File: config.mk
export PLATFORM = sky130hd
export DESIGN_NAME = link_frame_receiver_status_monitor_core_flat
export DESIGN_NICKNAME = d
export VERILOG_FILES = /design/src/rtl/lfrsm_pkg.sv /design/src/rtl/lfrsm_stream_if.sv /design/src/rtl/lfrsm_deframer.sv /design/src/rtl/link_frame_receiver_status_monitor_core.sv /design/src/flat_wrapper.sv
export SDC_FILE = /design/constraint.sdc
export NUM_CORES = 1
export LEC_CHECK = 0
export BUFFER_PORTS_ARGS = -buffer_cell sky130_fd_sc_hd__buf_4
export CORE_MARGIN = 3
export CORE_UTILIZATION = 40
export DETAILED_ROUTE_END_ITERATION = 8
export PLACE_DENSITY = 0.64
export SLEW_MARGIN = 20
export SYNTH_ARGS = -nofsm -noshare
export SYNTH_HDL_FRONTEND = slang
export SYNTH_SLANG_ARGS = --single-unit
File: constraint.sdc
create_clock -name clk -period 4.4 [get_ports clk]
set_clock_uncertainty 0.2 [all_clocks]
set_input_delay 0.22 -clock clk [delete_from_list [all_inputs] [get_ports clk]]
set_output_delay 0.22 -clock clk [all_outputs]
set_load 0.03 [all_outputs]
File: src/rtl/lfrsm_pkg.sv
// ----------------------------------------------------------------------------
// lfrsm_pkg
// Shared types and constants of the link frame receiver and status monitor.
// ----------------------------------------------------------------------------
package lfrsm_pkg;

    // heartbeat age counter width
    localparam int AGE_BITS = 16;
    // reported age width
    localparam int RPT_BITS = 16;

    // configuration register indexes
    localparam logic [2:0] REG_START_BYTE     = 3'd0;
    localparam logic [2:0] REG_MAX_PAYLOAD    = 3'd1;
    localparam logic [2:0] REG_STATUS_TYPE    = 3'd2;
    localparam logic [2:0] REG_HEARTBEAT_TYPE = 3'd3;
    localparam logic [2:0] REG_HB_TIMEOUT     = 3'd4;

    // configuration reset values
    localparam logic [7:0]  START_BYTE_RST     = 8'hAB;
    localparam logic [7:0]  MAX_PAYLOAD_RST    = 8'd220;
    localparam logic [7:0]  STATUS_TYPE_RST    = 8'h01;
    localparam logic [7:0]  HEARTBEAT_TYPE_RST = 8'h02;
    localparam logic [15:0] HB_TIMEOUT_RST     = 16'd3000;

    // drop reasons
    localparam logic [1:0] DROP_NONE  = 2'd0;
    localparam logic [1:0] DROP_LEN   = 2'd1;
    localparam logic [1:0] DROP_CHECK = 2'd2;

    // live configuration
    typedef struct packed {
        logic [7:0]  start_byte;
        logic [7:0]  max_payload_len;
        logic [7:0]  status_type_code;
        logic [7:0]  heartbeat_type_code;
        logic [15:0] heartbeat_timeout;
    } cfg_t;

    // one result item
    typedef struct packed {
        logic                usb_mounted;
        logic                usb_suspended;
        logic                link_up;
        logic [RPT_BITS-1:0] heartbeat_age;
        logic                frame_accepted;
        logic [7:0]          accepted_type;
        logic [7:0]          accepted_len;
        logic [1:0]          drop_code;
    } res_t;

endpackage

File: src/rtl/lfrsm_stream_if.sv
// ----------------------------------------------------------------------------
// lfrsm_in_if / lfrsm_out_if
// Valid/ready channels for input items and result items.
// ----------------------------------------------------------------------------
interface lfrsm_in_if;
    logic       valid;
    logic       ready;
    logic       req_type;
    logic [7:0] rx_byte;

    modport source (output valid, output req_type, output rx_byte, input ready);
    modport sink (input valid, input req_type, input rx_byte, output ready);
endinterface

interface lfrsm_out_if;
    logic        valid;
    logic        ready;
    logic        usb_mounted;
    logic        usb_suspended;
    logic        link_up;
    logic [15:0] heartbeat_age;
    logic        frame_accepted;
    logic [7:0]  accepted_type;
    logic [7:0]  accepted_len;
    logic [1:0]  drop_code;

    modport source (output valid, output usb_mounted, output usb_suspended,
                    output link_up, output heartbeat_age, output frame_accepted,
                    output accepted_type, output accepted_len, output drop_code,
                    input ready);
    modport sink (input valid, input usb_mounted, input usb_suspended,
                  input link_up, input heartbeat_age, input frame_accepted,
                  input accepted_type, input accepted_len, input drop_code,
                  output ready);
endinterface

File: src/rtl/lfrsm_deframer.sv
// ----------------------------------------------------------------------------
// lfrsm_deframer
// Frame parser, status flags and heartbeat age; one item per step.
// ----------------------------------------------------------------------------
module lfrsm_deframer
(
    input  logic              clk,
    input  logic              rst_n,
    input  logic              step,
    input  logic              is_tick,
    input  logic [7:0]        rx_byte,
    input  lfrsm_pkg::cfg_t   cfg,
    output lfrsm_pkg::res_t   res
);

    localparam logic [2:0] PH_IDLE    = 3'd0;
    localparam logic [2:0] PH_TYPE    = 3'd1;
    localparam logic [2:0] PH_LEN     = 3'd2;
    localparam logic [2:0] PH_PAYLOAD = 3'd3;
    localparam logic [2:0] PH_CHECK   = 3'd4;

    localparam logic [lfrsm_pkg::AGE_BITS-1:0] AGE_MAX = '1;
    localparam int EXT_BITS = 33;

    logic [2:0]                      phase_reg, phase_next;
    logic [7:0]                      type_reg, type_next;
    logic [7:0]                      len_reg, len_next;
    logic [7:0]                      check_reg, check_next;
    logic [7:0]                      count_reg, count_next;
    logic [7:0]                      first_reg, first_next;
    logic                            mounted_reg, mounted_next;
    logic                            suspended_reg, suspended_next;
    logic                            seen_reg, seen_next;
    logic [lfrsm_pkg::AGE_BITS-1:0]  age_reg, age_next;
    logic [7:0]                      count_inc;
    logic                            accepted;
    logic [1:0]                      drop;
    logic                            saturated;
    logic [EXT_BITS-1:0]             age_ext;

    assign count_inc = count_reg + 8'd1;

    // parser and monitor next state
    always_comb
    begin
        phase_next     = phase_reg;
        type_next      = type_reg;
        len_next       = len_reg;
        check_next     = check_reg;
        count_next     = count_reg;
        first_next     = first_reg;
        mounted_next   = mounted_reg;
        suspended_next = suspended_reg;
        seen_next      = seen_reg;
        age_next       = age_reg;
        accepted       = 1'b0;
        drop           = lfrsm_pkg::DROP_NONE;
        if (is_tick)
        begin
            if (seen_reg && (age_reg != AGE_MAX))
            begin
                age_next = age_reg + 1'b1;
            end
        end
        else
        begin
            unique case (phase_reg)
                PH_TYPE:
                begin
                    type_next  = rx_byte;
                    check_next = rx_byte;
                    phase_next = PH_LEN;
                end
                PH_LEN:
                begin
                    len_next   = rx_byte;
                    check_next = check_reg ^ rx_byte;
                    count_next = 8'd0;
                    if (rx_byte > cfg.max_payload_len)
                    begin
                        phase_next = PH_IDLE;
                        drop       = lfrsm_pkg::DROP_LEN;
                    end
                    else if (rx_byte == 8'd0)
                    begin
                        phase_next = PH_CHECK;
                    end
                    else
                    begin
                        phase_next = PH_PAYLOAD;
                    end
                end
                PH_PAYLOAD:
                begin
                    if (count_reg == 8'd0)
                    begin
                        first_next = rx_byte;
                    end
                    count_next = count_inc;
                    check_next = check_reg ^ rx_byte;
                    if (count_inc >= len_reg)
                    begin
                        phase_next = PH_CHECK;
                    end
                end
                PH_CHECK:
                begin
                    if (rx_byte == check_reg)
                    begin
                        accepted = 1'b1;
                        if (type_reg == cfg.status_type_code)
                        begin
                            if (len_reg != 8'd0)
                            begin
                                mounted_next   = first_reg[0];
                                suspended_next = first_reg[1];
                            end
                        end
                        else if (type_reg == cfg.heartbeat_type_code)
                        begin
                            age_next  = '0;
                            seen_next = 1'b1;
                        end
                    end
                    else
                    begin
                        drop = lfrsm_pkg::DROP_CHECK;
                    end
                    phase_next = PH_IDLE;
                end
                default:
                begin
                    phase_next = (rx_byte == cfg.start_byte) ? PH_TYPE : PH_IDLE;
                end
            endcase
        end
    end

    // result from the state after this item
    assign saturated = (age_next == AGE_MAX);
    assign age_ext   = EXT_BITS'(age_next);

    always_comb
    begin
        res.usb_mounted    = mounted_next;
        res.usb_suspended  = suspended_next;
        res.link_up        = seen_next && !saturated &&
                             (age_ext < EXT_BITS'(cfg.heartbeat_timeout));
        if (!seen_next || saturated ||
            (age_ext > EXT_BITS'({lfrsm_pkg::RPT_BITS{1'b1}})))
        begin
            res.heartbeat_age = '1;
        end
        else
        begin
            res.heartbeat_age = age_ext[lfrsm_pkg::RPT_BITS-1:0];
        end
        res.frame_accepted = accepted;
        res.accepted_type  = accepted ? type_reg : 8'd0;
        res.accepted_len   = accepted ? len_reg : 8'd0;
        res.drop_code      = drop;
    end

    // state registers
    always_ff @(posedge clk or negedge rst_n)
    begin
        if (!rst_n)
        begin
            phase_reg     <= PH_IDLE;
            type_reg      <= 8'd0;
            len_reg       <= 8'd0;
            check_reg     <= 8'd0;
            count_reg     <= 8'd0;
            first_reg     <= 8'd0;
            mounted_reg   <= 1'b0;
            suspended_reg <= 1'b0;
            seen_reg      <= 1'b0;
            age_reg       <= '0;
        end
        else if (step)
        begin
            phase_reg     <= phase_next;
            type_reg      <= type_next;
            len_reg       <= len_next;
            check_reg     <= check_next;
            count_reg     <= count_next;
            first_reg     <= first_next;
            mounted_reg   <= mounted_next;
            suspended_reg <= suspended_next;
            seen_reg      <= seen_next;
            age_reg       <= age_next;
        end
    end

    // ticks never complete or drop a frame
    assert property (@(posedge clk) disable iff (!rst_n)
        (step && is_tick) |-> (!res.frame_accepted && res.drop_code == lfrsm_pkg::DROP_NONE))
        else $error("tick produced a frame event");

    // age only moves on a tick or a heartbeat frame
    assert property (@(posedge clk) disable iff (!rst_n)
        !step |=> $stable(age_reg))
        else $error("age changed without an item");

    // payload phase never runs past the announced length
    assert property (@(posedge clk) disable iff (!rst_n)
        (phase_reg == PH_PAYLOAD) |-> (count_reg < len_reg))
        else $error("payload count past length");

endmodule

File: src/rtl/link_frame_receiver_status_monitor_core.sv
// ----------------------------------------------------------------------------
// link_frame_receiver_status_monitor_core
// Link byte deframer with XOR check, status flags and heartbeat watchdog.
// ----------------------------------------------------------------------------
// Usage:
//   in_chan carries one item per transfer: a received link byte
//   (req_type 0) or a one millisecond tick (req_type 1).
//   out_chan carries exactly one result per input item, in order, showing
//   the flags, link state and heartbeat age after that item plus any frame
//   completion or drop for that byte.
//   Configuration is written through cfg_we / cfg_addr / cfg_wdata while
//   the block is idle; indexes beyond the register list are ignored.
// Timing:
//   a result is registered into the buffer on its input transfer; throughput
//   is one item per cycle while in_chan.ready is high, set by the parser step.
//   A two-entry result buffer sits on the output, so an input transfer is
//   still taken while one result waits; in_chan.ready drops only when both
//   entries are full and the receiver stalls.
// Reset:
//   rst_n clears the parser to idle, the flags and the heartbeat state,
//   empties the result buffer and loads the default configuration.
// ----------------------------------------------------------------------------
module link_frame_receiver_status_monitor_core
(
    input  logic        clk,
    input  logic        rst_n,
    lfrsm_in_if.sink    in_chan,
    lfrsm_out_if.source out_chan,
    input  logic        cfg_we,
    input  logic [2:0]  cfg_addr,
    input  logic [15:0] cfg_wdata
);

    lfrsm_pkg::cfg_t cfg_reg;
    lfrsm_pkg::res_t step_res;
    lfrsm_pkg::res_t head_reg, head_next;
    lfrsm_pkg::res_t tail_reg, tail_next;
    logic [1:0]      count_reg, count_next;
    logic            push;
    logic            pop;

    // configuration registers
    always_ff @(posedge clk or negedge rst_n)
    begin
        if (!rst_n)
        begin
            cfg_reg.start_byte          <= lfrsm_pkg::START_BYTE_RST;
            cfg_reg.max_payload_len     <= lfrsm_pkg::MAX_PAYLOAD_RST;
            cfg_reg.status_type_code    <= lfrsm_pkg::STATUS_TYPE_RST;
            cfg_reg.heartbeat_type_code <= lfrsm_pkg::HEARTBEAT_TYPE_RST;
            cfg_reg.heartbeat_timeout   <= lfrsm_pkg::HB_TIMEOUT_RST;
        end
        else if (cfg_we)
        begin
            unique case (cfg_addr)
                lfrsm_pkg::REG_START_BYTE:     cfg_reg.start_byte <= cfg_wdata[7:0];
                lfrsm_pkg::REG_MAX_PAYLOAD:    cfg_reg.max_payload_len <= cfg_wdata[7:0];
                lfrsm_pkg::REG_STATUS_TYPE:    cfg_reg.status_type_code <= cfg_wdata[7:0];
                lfrsm_pkg::REG_HEARTBEAT_TYPE: cfg_reg.heartbeat_type_code <= cfg_wdata[7:0];
                lfrsm_pkg::REG_HB_TIMEOUT:     cfg_reg.heartbeat_timeout <= cfg_wdata;
                default:
                begin
                end
            endcase
        end
    end

    // handshake
    assign in_chan.ready = (count_reg != 2'd2);
    assign push          = in_chan.valid && in_chan.ready;
    assign pop           = out_chan.valid && out_chan.ready;

    // per-item step
    lfrsm_deframer u_deframer
    (
        .clk     (clk),
        .rst_n   (rst_n),
        .step    (push),
        .is_tick (in_chan.req_type),
        .rx_byte (in_chan.rx_byte),
        .cfg     (cfg_reg),
        .res     (step_res)
    );

    // two-entry result buffer
    always_comb
    begin
        head_next  = head_reg;
        tail_next  = tail_reg;
        count_next = count_reg;
        case (count_reg)
            2'd0:
            begin
                if (push)
                begin
                    head_next  = step_res;
                    count_next = 2'd1;
                end
            end
            2'd1:
            begin
                if (pop && push)
                begin
                    head_next = step_res;
                end
                else if (pop)
                begin
                    count_next = 2'd0;
                end
                else if (push)
                begin
                    tail_next  = step_res;
                    count_next = 2'd2;
                end
            end
            default:
            begin
                if (pop)
                begin
                    head_next  = tail_reg;
                    count_next = 2'd1;
                end
            end
        endcase
    end

    always_ff @(posedge clk or negedge rst_n)
    begin
        if (!rst_n)
        begin
            count_reg <= 2'd0;
        end
        else
        begin
            count_reg <= count_next;
        end
    end

    // result payload
    always_ff @(posedge clk)
    begin
        head_reg <= head_next;
        tail_reg <= tail_next;
    end

    // output channel
    assign out_chan.valid          = (count_reg != 2'd0);
    assign out_chan.usb_mounted    = head_reg.usb_mounted;
    assign out_chan.usb_suspended  = head_reg.usb_suspended;
    assign out_chan.link_up        = head_reg.link_up;
    assign out_chan.heartbeat_age  = head_reg.heartbeat_age;
    assign out_chan.frame_accepted = head_reg.frame_accepted;
    assign out_chan.accepted_type  = head_reg.accepted_type;
    assign out_chan.accepted_len   = head_reg.accepted_len;
    assign out_chan.drop_code      = head_reg.drop_code;

    // buffer never overfills
    assert property (@(posedge clk) disable iff (!rst_n)
        count_reg != 2'd3)
        else $error("result buffer count out of range");

    // a transfer out without a transfer in drains one entry
    assert property (@(posedge clk) disable iff (!rst_n)
        (pop && !push) |=> (count_reg == $past(count_reg) - 2'd1))
        else $error("result buffer lost or repeated an entry");

    // link up implies a reportable age
    assert property (@(posedge clk) disable iff (!rst_n)
        (out_chan.valid && out_chan.link_up) |-> (out_chan.heartbeat_age != 16'hFFFF))
        else $error("link up with saturated age");

endmodule
File: src/flat_wrapper.sv
// flat-port wrapper written by rule: the top's interface ports become plain ports
module link_frame_receiver_status_monitor_core_flat 
  (clk, rst_n, cfg_we, cfg_addr, cfg_wdata, in_chan_valid, in_chan_req_type, in_chan_rx_byte, in_chan_ready, out_chan_valid, out_chan_usb_mounted, out_chan_usb_suspended, out_chan_link_up, out_chan_heartbeat_age, out_chan_frame_accepted, out_chan_accepted_type, out_chan_accepted_len, out_chan_drop_code, out_chan_ready);
  lfrsm_in_if in_chan_i ();
  lfrsm_out_if out_chan_i ();
  input  logic clk;
  input  logic rst_n;
  input  logic cfg_we;
  input  logic [2:0] cfg_addr;
  input  logic [15:0] cfg_wdata;
  input wire logic [$bits(in_chan_i.valid)-1:0] in_chan_valid;
  input wire logic [$bits(in_chan_i.req_type)-1:0] in_chan_req_type;
  input wire logic [$bits(in_chan_i.rx_byte)-1:0] in_chan_rx_byte;
  output wire logic [$bits(in_chan_i.ready)-1:0] in_chan_ready;
  output wire logic [$bits(out_chan_i.valid)-1:0] out_chan_valid;
  output wire logic [$bits(out_chan_i.usb_mounted)-1:0] out_chan_usb_mounted;
  output wire logic [$bits(out_chan_i.usb_suspended)-1:0] out_chan_usb_suspended;
  output wire logic [$bits(out_chan_i.link_up)-1:0] out_chan_link_up;
  output wire logic [$bits(out_chan_i.heartbeat_age)-1:0] out_chan_heartbeat_age;
  output wire logic [$bits(out_chan_i.frame_accepted)-1:0] out_chan_frame_accepted;
  output wire logic [$bits(out_chan_i.accepted_type)-1:0] out_chan_accepted_type;
  output wire logic [$bits(out_chan_i.accepted_len)-1:0] out_chan_accepted_len;
  output wire logic [$bits(out_chan_i.drop_code)-1:0] out_chan_drop_code;
  input wire logic [$bits(out_chan_i.ready)-1:0] out_chan_ready;
  assign in_chan_i.valid = in_chan_valid;
  assign in_chan_i.req_type = in_chan_req_type;
  assign in_chan_i.rx_byte = in_chan_rx_byte;
  assign in_chan_ready = in_chan_i.ready;
  assign out_chan_valid = out_chan_i.valid;
  assign out_chan_usb_mounted = out_chan_i.usb_mounted;
  assign out_chan_usb_suspended = out_chan_i.usb_suspended;
  assign out_chan_link_up = out_chan_i.link_up;
  assign out_chan_heartbeat_age = out_chan_i.heartbeat_age;
  assign out_chan_frame_accepted = out_chan_i.frame_accepted;
  assign out_chan_accepted_type = out_chan_i.accepted_type;
  assign out_chan_accepted_len = out_chan_i.accepted_len;
  assign out_chan_drop_code = out_chan_i.drop_code;
  assign out_chan_i.ready = out_chan_ready;
  link_frame_receiver_status_monitor_core u_core (.clk(clk), .rst_n(rst_n), .in_chan(in_chan_i), .out_chan(out_chan_i), .cfg_we(cfg_we), .cfg_addr(cfg_addr), .cfg_wdata(cfg_wdata));
endmodule
==> summary.txt <==
Floorplanning
  • Die boundary height: 157 µm
  • Initial core utilization: 41.3%
  • # rows: 54
  • DIE AREA: 24,700 µm²
  • I/O pin total: 73
  • Die X: 157 µm
  • CORE AREA: 22,100 µm²

Synth
  • Yosys reg bits: 182
  • Distinct cell type count after synthesis: 64
  • Synth Cell Area: 9130 µm²
  • Post-Syn Instances: 782
  • Synth warnings: 0
  • Synth cell count leaders: 87 x dfrtp_1, 79 x mux2_2, 76 x edfxtp_1
  • Cell taking the most area after synthesis: edfxtp_1
  • Post-synth EDFFs: 76
  • Yosys top cell area share: 25.0%
  • Most used flip-flop cell after synthesis: dfrtp_1
  • Syn Nets: 849
  • Most used standard cell by instance count after synthesis: dfrtp_1
  • Sequential area share after synthesis: 54.3%
  • Ys async rst share: 58.2%
  • Synth top area cells: edfxtp_1 25%, dfrtp_1 24%, mux2_2 9.7%
  • Mean Syn Cell Area: 11.7 µm²

Power
  • PnR Total Power: 0.00455 W
  • PD cells: 418 nW/µm²
  • Worst VDD drop: 0.204 mV
  • Leak Pwr: 4.42 nW

Critical path
  • WP buf/inv: 1
  • WP data required: 4360 ps
  • Critical Path AT: 4100 ps
  • CP max FO: 10
  • Largest delay share family, worst path: compound AO/OA/AOI/OAI gates
  • Critical path startpoint category: flop
  • Slowest CP cell: a211oi_1
  • Critical path endpoint category: flop
  • Cell mode on critical path: nand4_1
  • Crit path largest cell delay: 740 ps
  • Critical-path cell list: xnor2_1 -> nand4_1 -> a211oi_1 -> nand2_2 -> o211ai_1 -> o31a_1 -> inv_1 -> ha_1 -> nand4_1 -> or2_2 -> or3_1 -> o21ai_1 -> o31ai_1
  • Crit Path Category: flop to flop

Clock tree
  • CTS sink count: 182
  • Worst-path clk slew: 70 ps
  • Post-CTS Setup Inserts: 0
  • CTS root buf: clkbuf_16
  • TritonCTS buffer count: 17
  • CTS tree: done
  • Clock Latency Late Sink: 440 ps
  • # H-tree levels: 4
  • Clock buffer depth: 2

Global route
  • Largest net degree at the start of global routing: 50
  • Vias in the first global route: 6,235
  • Total global routing overflow: 0
  • First-pass GRT wire length: 34,100 µm
  • GRT Util Overall: 17.6%
  • Initial antenna violation count: 0

Timing
  • Setup TNS: 0 ps
  • Hold Fails Final Rpt: 0
  • Final Critical Period: 4140 ps
  • Final worst path period share: 94.1%
  • Worst-Margin Slew: 878 ps
  • Max_slew headroom: 41.3%
  • Hold_ws: 17.4 ps
  • Max Clock Freq: 241 MHz
  • RSZ-0062 raised after global routing: false
  • Max-slew violations: 0
  • Final setup viols: 0

Place
  • Port buffer count: 72
  • DP HPWL: 14,700 µm
  • Placed cell area: 9980 µm²
  • Routability Congestion: 0.919

Routing
  • Mean number of vias per cell: 5.46
  • DR pass1 iterations: 6
  • Vias: 6,396
  • Drt wl/cell: 17.8 µm
  • Final wirelength: 20,800 µm
  • Iter 0 DRT Violations: 465
  • Post-DRT Antenna Nets: 0
  • DRC Markers: 0

Status
  • Status: completed

Final layout
  • Nets: 945
  • Design area: 10,900 µm²
  • Inserted Diodes: 0
  • Synth-to-Final Area Change: 19.1%
  • Layout cells sized above 1: 25.8%
  • Register area: 4960 µm²
  • Area of the multi-input gates: 3870 µm²
  • Max FFs per register: 48
  • Final core occ: 49.2%
  • Fillers: 1,965

Hold path
  • Worst Hold Class: primary input to flop

Run
  • Max_cap viols: 0
cell type report:
type                       count  area share, %
sequential                   182           45.6
clock inverter                14           1.52
tap                          280           3.22
inverter                      43           1.48
clock buffer                  18           4.04
timing repair buffer         114           8.52
multi-input combinational    520           35.6
final timing paths:
kind / from / end / slack (ps) / cells after the start
setup / recovery: u_core.u_deframer.type_reg[3]$_DFFE_PN0P_ / u_core.out_chan.link_up$_DFFE_PP_ / 260 / 13
min in group asynchronous: rst_n / u_core.cfg_reg[33]$_DFFE_PN0P_ / 140 / 2
max in group asynchronous: rst_n / u_core.cfg_reg[5]$_DFFE_PN1P_ / 2960 / 3
setup reg to reg: u_core.u_deframer.type_reg[3]$_DFFE_PN0P_ / u_core.out_chan.link_up$_DFFE_PP_ / 260 / 13
hold reg to reg: u_core.u_deframer.suspended_reg$_DFFE_PN0P_ / u_core.u_deframer.suspended_reg$_DFFE_PN0P_ / 310 / 1
hold / removal: in_chan_req_type / u_core.u_deframer.age_reg[0]$_DFFE_PN0P_ / 20 / 3
placed cells by master (no fill, tap or decap), drive strengths merged, types with 4 or more instances in the layout:
cell / instances
dfrtp: 87
buf: 86
a21o: 9
nand4: 16
and3: 4
xor2: 30
and2: 17
ha: 34
dlygate4sd3: 28
or3: 5
nor2: 24
xnor2: 15
nor4: 9
dfstp: 19
and4: 6
nand3b: 4
mux2: 86
a21oi: 30
o31ai: 6
nand2b: 14
inv: 48
clkbuf: 18
clkinv: 8
o21ai: 56
nor3: 11
o31a: 5
nand2: 64
edfxtp: 76
nand3: 11
o211ai: 5
a22o: 14
nor2b: 9
kinds of logic after synthesis:
kind of cell | Yosys count | synth area share (%)
flops | 182 | 54.3
fa+ha+maj | 34 | 4.66
compound gates | 147 | 10.4
xor+xnor | 45 | 4.32
simple gates | 206 | 11.9
mux | 88 | 10.8
buf+inv | 80 | 3.58
worst register-to-register path, cell delays in order (launching register included):
cell      delay, ps
dfrtp_1         420
xnor2_1         210
nand4_1         120
a211oi_1        740
nand2_2         310
o211ai_1        170
o31a_1          230
inv_1            70
ha_1            290
nand4_1          90
or2_2           290
or3_1           370
o21ai_1         220
o31ai_1         120
per-layer routing:
metal / up-vias / track usage [%] / routed length, µm
li1: 3023 / - / -
met1: 3167 / 25.8 / 9980
met2: 179 / 26.4 / 9310
met3: 27 / 3.60 / 1150
met4: 0 / 5.21 / 405
met5: - / 0 / 0
report_power, final:
group	switching, W	leakage [nW]	internal (W)
Combinational	0.000458	2.19	0.000381
Sequential	0.000151	1.93	0.00201
Clock	0.000720	0.298	0.000823
metrics by stage:
step	cells	setup slack [ps]
global placement	1111	429
detailed placement	1111	286
CTS	1171	254
floorplan	782	241
finish	1171	259
global route	1171	39.9
repair_timing:
item | in CTS | in global routing
hold buffers | 28 | 0
hold endpoints to repair | 120 | 0
resized for setup | 0 | 0
Note: power is estimated with default switching activity, not from simulation.
